$ cat config.mk
export PLATFORM = sky130hd
export DESIGN_NAME = ksvm_ram
export DESIGN_NICKNAME = d
export VERILOG_FILES = /design/src/design/ksvm_ram.sv
export SDC_FILE = /design/constraint.sdc
export NUM_CORES = 1
export LEC_CHECK = 0
export BUFFER_PORTS_ARGS = -buffer_cell sky130_fd_sc_hd__buf_2
export CELL_PAD_IN_SITES_DETAIL_PLACEMENT = 0
export CELL_PAD_IN_SITES_GLOBAL_PLACEMENT = 1
export CORE_MARGIN = 8
export CORE_UTILIZATION = 40
export CTS_BUF_LIST = sky130_fd_sc_hd__clkbuf_4 sky130_fd_sc_hd__clkbuf_8 sky130_fd_sc_hd__clkbuf_16
export DETAILED_ROUTE_END_ITERATION = 12
export PLACE_DENSITY_LB_ADDON = 0.1
export SLEW_MARGIN = 0
export SYNTH_ARGS = -nofsm -noshare
export SYNTH_HDL_FRONTEND = slang
export SYNTH_SLANG_ARGS = --single-unit
$ cat constraint.sdc
create_clock -name clk_i -period 2.1 [get_ports clk_i]
set_clock_uncertainty 0.05 [all_clocks]
set_input_delay 0.21 -clock clk_i [delete_from_list [all_inputs] [get_ports clk_i]]
set_output_delay 0.21 -clock clk_i [all_outputs]
set_load 0.02 [all_outputs]
$ cat src/design/ksvm_ram.sv
// Generic single-write, single-read synchronous RAM, registered read.
// No dependencies.
`timescale 1ns / 1ps
`default_nettype none
module ksvm_ram #(
  parameter int WIDTH = 16,
  parameter int DEPTH = 64
) (
  input  wire logic                     clk_i,
  input  wire logic                     we_i,
  input  wire logic [$clog2(DEPTH)-1:0] waddr_i,
  input  wire logic [WIDTH-1:0]         wdata_i,
  input  wire logic [$clog2(DEPTH)-1:0] raddr_i,
  output      logic [WIDTH-1:0]         rdata_o
);

  logic [WIDTH-1:0] mem_q [DEPTH];

  always_ff @(posedge clk_i) begin
    if (we_i) begin
      mem_q[waddr_i] <= wdata_i;
    end
    rdata_o <= mem_q[raddr_i];
  end

endmodule
`default_nettype wire

After elaboration in Yosys (flattened, before gate mapping)
Memories as Yosys holds them, arrays and structs flattened. A register that Yosys moved wholly into a read port is not among the register bits. Index checks and enable logic that the tools add are counted.

Register bits: 0. Bits in writable memories: 1024. Input bits: 30. Memories kept: 1.

Mux-type cells: 2.

Memory list: mem_q (words 64, width 16, rd ports 1, clocked after memory_dff 1, write ports 1, RTL line 17) `logic [WIDTH-1:0] mem_q [DEPTH];`.

Operator list (count): $mux 1 (2).

Logic depth before layout (Yosys ltp)
Gate-level depths: netlist of the first run.

Depth in word-level cells: 2. Depth in mapped cells: 10.

Worst setup path before layout of the first run
No wires, ideal clock.

Kind: input-to-reg. Start point: input port waddr_i[3]. End point: memory mem_q[48][0] (enable). Cell stages on the path: 4. Arrival: 1836 ps. Library setup time: 409 ps. Data required time: 1641 ps. Path buffers: 1. Setup slack: -195 ps. Cell sequence: clkbuf_1 nor2b_1 nand4b_1 nor3_1.

RTL lines: start: declaration (RTL line 11) `input wire logic [$clog2(DEPTH)-1:0] waddr_i,`; end: declaration (RTL line 17).

Straight into the memory's write port.

==> flow_metrics.tcl, run 1 <==
set metrics [dict create \
    use_met2_pct 31.8 \
    avgSynthCellArea_sq_um 21.9 \
    critPathMaxFanout 2 \
    drive_gt1_share_pct 33.6 \
    hold_path.class "in -> reg" \
    finalCriticalPeriod_ns 2.04 \
    overflow 0 \
    htree_num_levels 3 \
    worst_slack_ns 0.0594 \
    synthSimpleGateAreaFrac_pct 2.65 \
    seq_area_frac_synth_pct 77.6 \
    synth.distinct_cells 43 \
    synth_top_cell_by_area "edfxtp_1" \
    maxCapViolations 0 \
    vias 19600 \
    initial_utilization_pct 40.2 \
    synth-edff-count 1024 \
    ys.flop_type "edfxtp_1" \
    wl_mm 107 \
    dp_slack_ns -0.667 \
    synth_cells 1829 \
    synth-compound-area-share_pct 2.41 \
    synth_fp_nets 1859 \
    crit_path_end_kind "flip-flop" \
    grt_pass1_vias 20500 \
    ios 46 \
    use_met1_pct 27.2 \
    ys_ff_latch 1040 \
    max-vdd-ir-drop_uv 686 \
    postRouteAntennaNets 0 \
    drt_iter0_drc 1705 \
    synth_fa_ha_area_share_pct 0 \
    layout.nets 2191 \
    cts.sinks 1040 \
    rsz0062_at_grt "no" \
    root_buffer "clkbuf_16" \
    yosysTopAreaCellShare_pct 76.8 \
    synth_mux_area_share_pct 15.5 \
    start_kind "flip-flop" \
    clk_pin_slew_worst_paths_ns 0.06 \
    status "finished clean" \
    ys_async_sr_fraction_pct 0 \
    die-area_sq_um 110000 \
    ys_warn_count 0 \
    synth_xor_area_share_pct 0 \
    maxSlewViolCount 0 \
    synthToLayoutAreaGrowth_pct 20.6 \
    firstDrtPassIters 7 \
    grt_use_total_pct 19.3 \
    clk_path_buf_depth 3 \
    maxSlewHeadroom_pct 41.9 \
    viasPerCell 5.52 \
    required_ns 2.63 \
    period_share_pct 97.2 \
    fmax_ghz 0.490 \
    worstPathArrival_ns 2.57 \
    use_met3_pct 2.85 \
    synth_area_sq_um 40000 \
    synth_top_family_by_area "multiplexers" \
    leakagePower_nw 15.7 \
    fin_area_sq_um 48300 \
    yosysMostFrequentCell "edfxtp_1" \
    design.core.area_sq_um 99700 \
    dpl_cell_area_sq_um 44500 \
    report.final.setup_viol 0 \
    fillers 8101 \
    cts_tree "done" \
    tightest_slew_ns 0.871 \
    gp_congestion 0.806 \
    powerDensity_nw_per_um2 931 \
    dp_hpwl_mm 67.2 \
    worstSkewPairLatency_ns 0.69 \
    holdWs_ns 0.0376 \
    num_rows 116 \
    dieHeight_um 332 \
    wire_per_inst_um 30.1 \
    die_x_um 332 \
    grt_first_pass_wirelength_mm 154 \
    portBuffers 45 \
    timing_worst_setup_path_type "reg -> reg" \
    synth_area_leaders "edfxtp_1 (77%), mux4_2 (12%), mux2i_1 (2.1%), dfxtp_1 (0.80%), mux2_2 (0.76%)" \
    grt_most_used_layer "met2" \
    synth_common_cells "edfxtp_1 (1024), mux4_2 (220), mux2i_1 (85), nor2_1 (72), nand2_1 (59)" \
    drc 0 \
    antenna_found_initial 5 \
    hold_viol 0 \
    cts-buffers-inserted 108 \
    grt_max_degree 65 \
]
==> sequential cells by signal (all words and copies together), names as in the netlist <==
signal / count
rdata_o: 16
mem_q: 1024
==> power by group <==
| group | switching (mW) | total [mW] | internal, mW |
|---|---|---|---|
| Sequential | 0.0946 | 23.1 | 23.0 |
| Combinational | 1.55 | 2.65 | 1.10 |
| Clock | 7.92 | 19.3 | 11.3 |
| Total | 9.56 | 45.0 | 35.4 |
==> logic make-up (layout without fill, tap and decap cells) <==
family | after synthesis | count (layout)
simple gates | 220 | 220
buf+inv | 104 | 531
flops | 1040 | 1040
compound gates | 129 | 129
mux | 336 | 336
other cells | 0 | 4
==> critical path: stages, from the launching register on <==
cell      delay [ns]
edfxtp_1        0.36
mux4_2          0.48
mux2_2          0.27
nand2_1         0.09
nand4_1         0.36
and4_1          0.34
==> worst paths after layout <==
check,startpoint,end,slack (ns),depth (start not counted)
setup / recovery,mem_q[22][5]$_DFFE_PP_,rdata_o[5]$_DFF_P_,0.06,5
hold / removal,wdata_i[1],mem_q[12][1]$_DFFE_PP_,0.04,2
setup reg to reg,mem_q[22][5]$_DFFE_PP_,rdata_o[5]$_DFF_P_,0.06,5
hold reg to reg,mem_q[11][2]$_DFFE_PP_,rdata_o[2]$_DFF_P_,0.84,4
==> metrics by stage <==
stage / power (mW) / util (%) / setup TNS (ns) / std cells
3_3_place_gp: 26.2 / 44.6 / -5.77 / 3338
4_1_cts: 45.5 / 48.4 / 0 / 3554
6_report: 45.0 / 48.4 / 0 / 3558
2_1_floorplan: 24.7 / - / -14.63 / 1829
3_5_place_dp: 26.2 / 44.6 / -5.98 / 3338
5_1_grt: 46.3 / 48.4 / 0 / 3554
==> final cells by class <==
type	instances	area (sq um)	area share, %
antenna	4	10.0	0.0207
clock buffer	134	2960	6.12
clock inverter	71	657	1.36
multi-input combinational	685	8320	17.2
sequential	1040	31100	64.3
tap	1298	1620	3.36
timing repair buffer	326	3670	7.59
==> cells in the final DEF, fill, tap and decap left out, drive strengths merged <==
master | Yosys | routed
a211o | 8 | 8
a211oi | 8 | 8
a21oi | 17 | 17
a221o | 6 | 6
a221oi | 16 | 16
a22o | 6 | 6
a22oi | 39 | 39
a311oi | 8 | 8
a31oi | 8 | 8
a41oi | 5 | 5
and2 | 2 | 2
and4 | 5 | 5
buf | 77 | 315
bufinv | 0 | 11
clkbuf | 27 | 134
clkinv | 0 | 48
clkinvlp | 0 | 10
dfxtp | 16 | 16
diode | 0 | 4
dlygate4sd3 | 0 | 11
edfxtp | 1024 | 1024
inv | 0 | 2
mux2 | 27 | 27
mux2i | 85 | 85
mux4 | 224 | 224
nand2 | 60 | 60
nand2b | 3 | 3
nand3 | 24 | 24
nand3b | 2 | 2
nand4 | 12 | 12
nand4b | 1 | 1
nor2 | 74 | 74
nor2b | 30 | 30
nor3 | 2 | 2
nor4 | 3 | 3
o21ai | 8 | 8
or3 | 1 | 1
or3b | 1 | 1
==> routing by layer <==
metal,vias up,routed length (um)
li1,8392,-
met1,10600,47500
met2,530,52100
met3,121,5230
met4,0,2190
met5,-,0
==> what timing repair did <==
action / 4_1_cts / 5_1_grt
endpoints found under the hold margin: 159 / 0
setup buffers: 0 / 0
resized for setup: 7 / 3
hold buffers: 11 / 0
setup endpoints to repair: 4 / 3
pin swaps: 0 / 2
(Power assumes the default switching activity.)
==> run 2: changes to the inputs <==
--- a/config.mk
+++ b/config.mk
@@ -5,11 +5,12 @@
 export SDC_FILE = /design/constraint.sdc
 export NUM_CORES = 1
 export LEC_CHECK = 0
+export ABC_AREA = 1
 export BUFFER_PORTS_ARGS = -buffer_cell sky130_fd_sc_hd__buf_2
 export CELL_PAD_IN_SITES_DETAIL_PLACEMENT = 0
 export CELL_PAD_IN_SITES_GLOBAL_PLACEMENT = 1
 export CORE_MARGIN = 8
-export CORE_UTILIZATION = 40
+export CORE_UTILIZATION = 45
 export CTS_BUF_LIST = sky130_fd_sc_hd__clkbuf_4 sky130_fd_sc_hd__clkbuf_8 sky130_fd_sc_hd__clkbuf_16
 export DETAILED_ROUTE_END_ITERATION = 12
 export PLACE_DENSITY_LB_ADDON = 0.1
==> run 2 against run 1 <==
Effect of this change: clock power fell by 2%; global-route usage grew 4.0 points; sequential cell count did not move; routed wire length rose by 14%; sequential share of layout area decreased by 1.1 points; critical path type is now reg -> out; largest cell class unchanged.
==> flow_metrics.tcl, run 2 <==
set metrics [dict create \
    worst-path-buf-inv 1 \
    synth.distinct_cells 16 \
    finalCriticalPeriod_ns 1.78 \
    power_mw 45.1 \
    die-area_sq_um 104000 \
    hold_end "rdata_o[10]$_DFF_P_" \
    fillers 7991 \
    tightest_slew_ns 0.860 \
    cts.sinks 1040 \
    grt_pass1_vias 27100 \
    seq_area_frac_synth_pct 73.8 \
    postRouteAntennaNets 0 \
    synth_area_leaders "edfxtp_1 (73%), nand2_1 (12%), nand3_1 (10%), buf_2 (1.3%), buf_6 (1.3%)" \
    hold_path.class "in -> reg" \
    largest_register_ffs 1024 \
    portBuffers 45 \
    grt_use_total_pct 23.3 \
    numPlacedInstances 4812 \
    cts_setup_buffers 0 \
    synth_mux_area_share_pct 0 \
    cts-buffers-inserted 108 \
    holdWs_ns 0.0651 \
    synth_area_sq_um 42100 \
    ys_ff_latch 1040 \
    root_buffer "clkbuf_16" \
    start_kind "flip-flop" \
    gp_congestion 0.833 \
    synth-edff-count 1024 \
    dp_slack_ns -0.227 \
    r2r_slack_ns 0.39 \
    cp_num_cells 1 \
    powerDensity_nw_per_um2 918 \
    antenna_found_initial 6 \
    worstSkewPairLatency_ns 0.70 \
    avgSynthCellArea_sq_um 12.0 \
    postCtsHoldBufs 13 \
    drc 0 \
    synth_top_family_by_area "simple AND/OR/NAND/NOR gates" \
    ios 46 \
    hp-start "raddr_i[5]" \
    dieHeight_um 322 \
    htree_num_levels 3 \
    reg.largest.list "mem_q x1024, rdata_o x16" \
    hold_viol 0 \
    firstDrtPassIters 5 \
    synthToLayoutAreaGrowth_pct 16.8 \
    hold_depth 4 \
    slowest_stage "dfxtp_1" \
    vias 27500 \
    required_ns 1.84 \
    maxCapViolations 0 \
    final_common_cell "nand2_1" \
    synth_cells 3517 \
    period_share_pct 84.8 \
    clk_path_buf_depth 3 \
    synth_common_cells "nand2_1 (1296), edfxtp_1 (1024), nand3_1 (871), buf_2 (113), nor2_1 (56)" \
    grt_max_degree 66 \
    synth_top_cell_by_area "edfxtp_1" \
    status "finished clean" \
    worst_slack_ns 0.319 \
    r2r_end "rdata_o[13]$_DFF_P_" \
    cp_slowest_stage_delay_ns 0.58 \
    overflow 0 \
    drt_iter0_drc 2609 \
    top_register "mem_q" \
    regArea_sq_um 31100 \
    clk_pin_slew_worst_paths_ns 0.05 \
    layout.cells.non_filler 5027 \
    synthSimpleGateAreaFrac_pct 22.7 \
    synth_fp_nets 3547 \
    dp_hpwl_mm 71.5 \
    synth-compound-area-share_pct 0 \
    final_cell_mix "nand2_1 (1296), edfxtp_1 (1024), nand3_1 (871), buf_4 (125), clkbuf_16 (111)" \
    drive_gt1_share_pct 12.2 \
    crit_chain "buf_2" \
    critPathMaxFanout 1 \
    report.final.setup_viol 0 \
    max-vdd-ir-drop_uv 750 \
    wl_mm 121 \
    synth_fa_ha_area_share_pct 0 \
    fin_setup_tns_ns 0 \
    design.core.area_sq_um 93000 \
    timing_worst_setup_path_type "reg -> out" \
    ys_warn_count 0 \
    wire_per_inst_um 24.2 \
    reg2reg_from "mem_q[59][13]$_DFFE_PP_" \
    die_x_um 322 \
    ys_async_sr_fraction_pct 0 \
    num_rows 112 \
    fmax_ghz 0.561 \
    maxSlewHeadroom_pct 42.7 \
    r2r_cells 8 \
    viasPerCell 5.46 \
    synth_xor_area_share_pct 0 \
    worstPathArrival_ns 1.52 \
    yosysTopAreaCellShare_pct 73.0 \
    leakagePower_nw 17.9 \
    maxSlewViolCount 0 \
    crit_path_end_kind "output port" \
    initial_utilization_pct 45.2 \
    ys.flop_type "edfxtp_1" \
    post_cts_resized 0 \
    layout.nets 3711 \
    yosysMostFrequentCell "nand2_1" \
    multi_input_area_sq_um 9660 \
    crit_family "flip-flops" \
    grt_first_pass_wirelength_mm 181 \
    rsz0062_at_grt "no" \
    cts_tree "done" \
]
run 2: cells by family (layout without fill, tap and decap cells):
kind of cell,Yosys count,after routing
flops,1040,1040
buf+inv,237,490
simple gates,2240,2240
other cells,0,3
run 2: stage by stage:
stage	area [sq um]	utilization [%]
after global placement	45500	48.9
final	49200	52.8
after CTS	49100	52.8
after floorplan	42100	-
after global routing	49100	52.8
after detailed placement	45500	48.9
run 2: cell type report:
cell class	count	share of cell area, %
clock buffer	146	6.29
multi-input combinational	2240	19.7
timing repair buffer	279	6.61
antenna	3	0.0153
sequential	1040	63.2
inverter	12	0.145
clock inverter	53	0.886
tap	1254	3.19
run 2: worst max-delay path by stage:
stage                        startpoint                      to  slack [ns]
floorplan                          we_i  mem_q[48][0]$_DFFE_PP_       -0.21
global placement             raddr_i[0]     rdata_o[15]$_DFF_P_       -0.20
detailed placement           raddr_i[0]     rdata_o[15]$_DFF_P_       -0.23
CTS                  rdata_o[4]$_DFF_P_              rdata_o[4]        0.32
global route        rdata_o[10]$_DFF_P_             rdata_o[10]        0.26
finish              rdata_o[10]$_DFF_P_             rdata_o[10]        0.32
run 2: report_power, final:
part | leakage [nW] | total [mW] | internal, mW | switching, mW
clock | 1.78 | 18.9 | 11.0 | 7.90
sequential | 9.35 | 23.1 | 23.0 | 0.0958
combinational | 6.75 | 3.11 | 0.904 | 2.21
total | 17.9 | 45.1 | 34.9 | 10.2
run 2: routing by layer:
metal,routed length [um],share of wire (%),vias up,global-route usage (%)
met5,32,0.026,-,0
met4,2190,1.8,4,5.56
met1,54200,45,13800,32.6
met3,7340,6.0,136,4.03
met2,57600,47,754,38.2
li1,-,-,12700,-
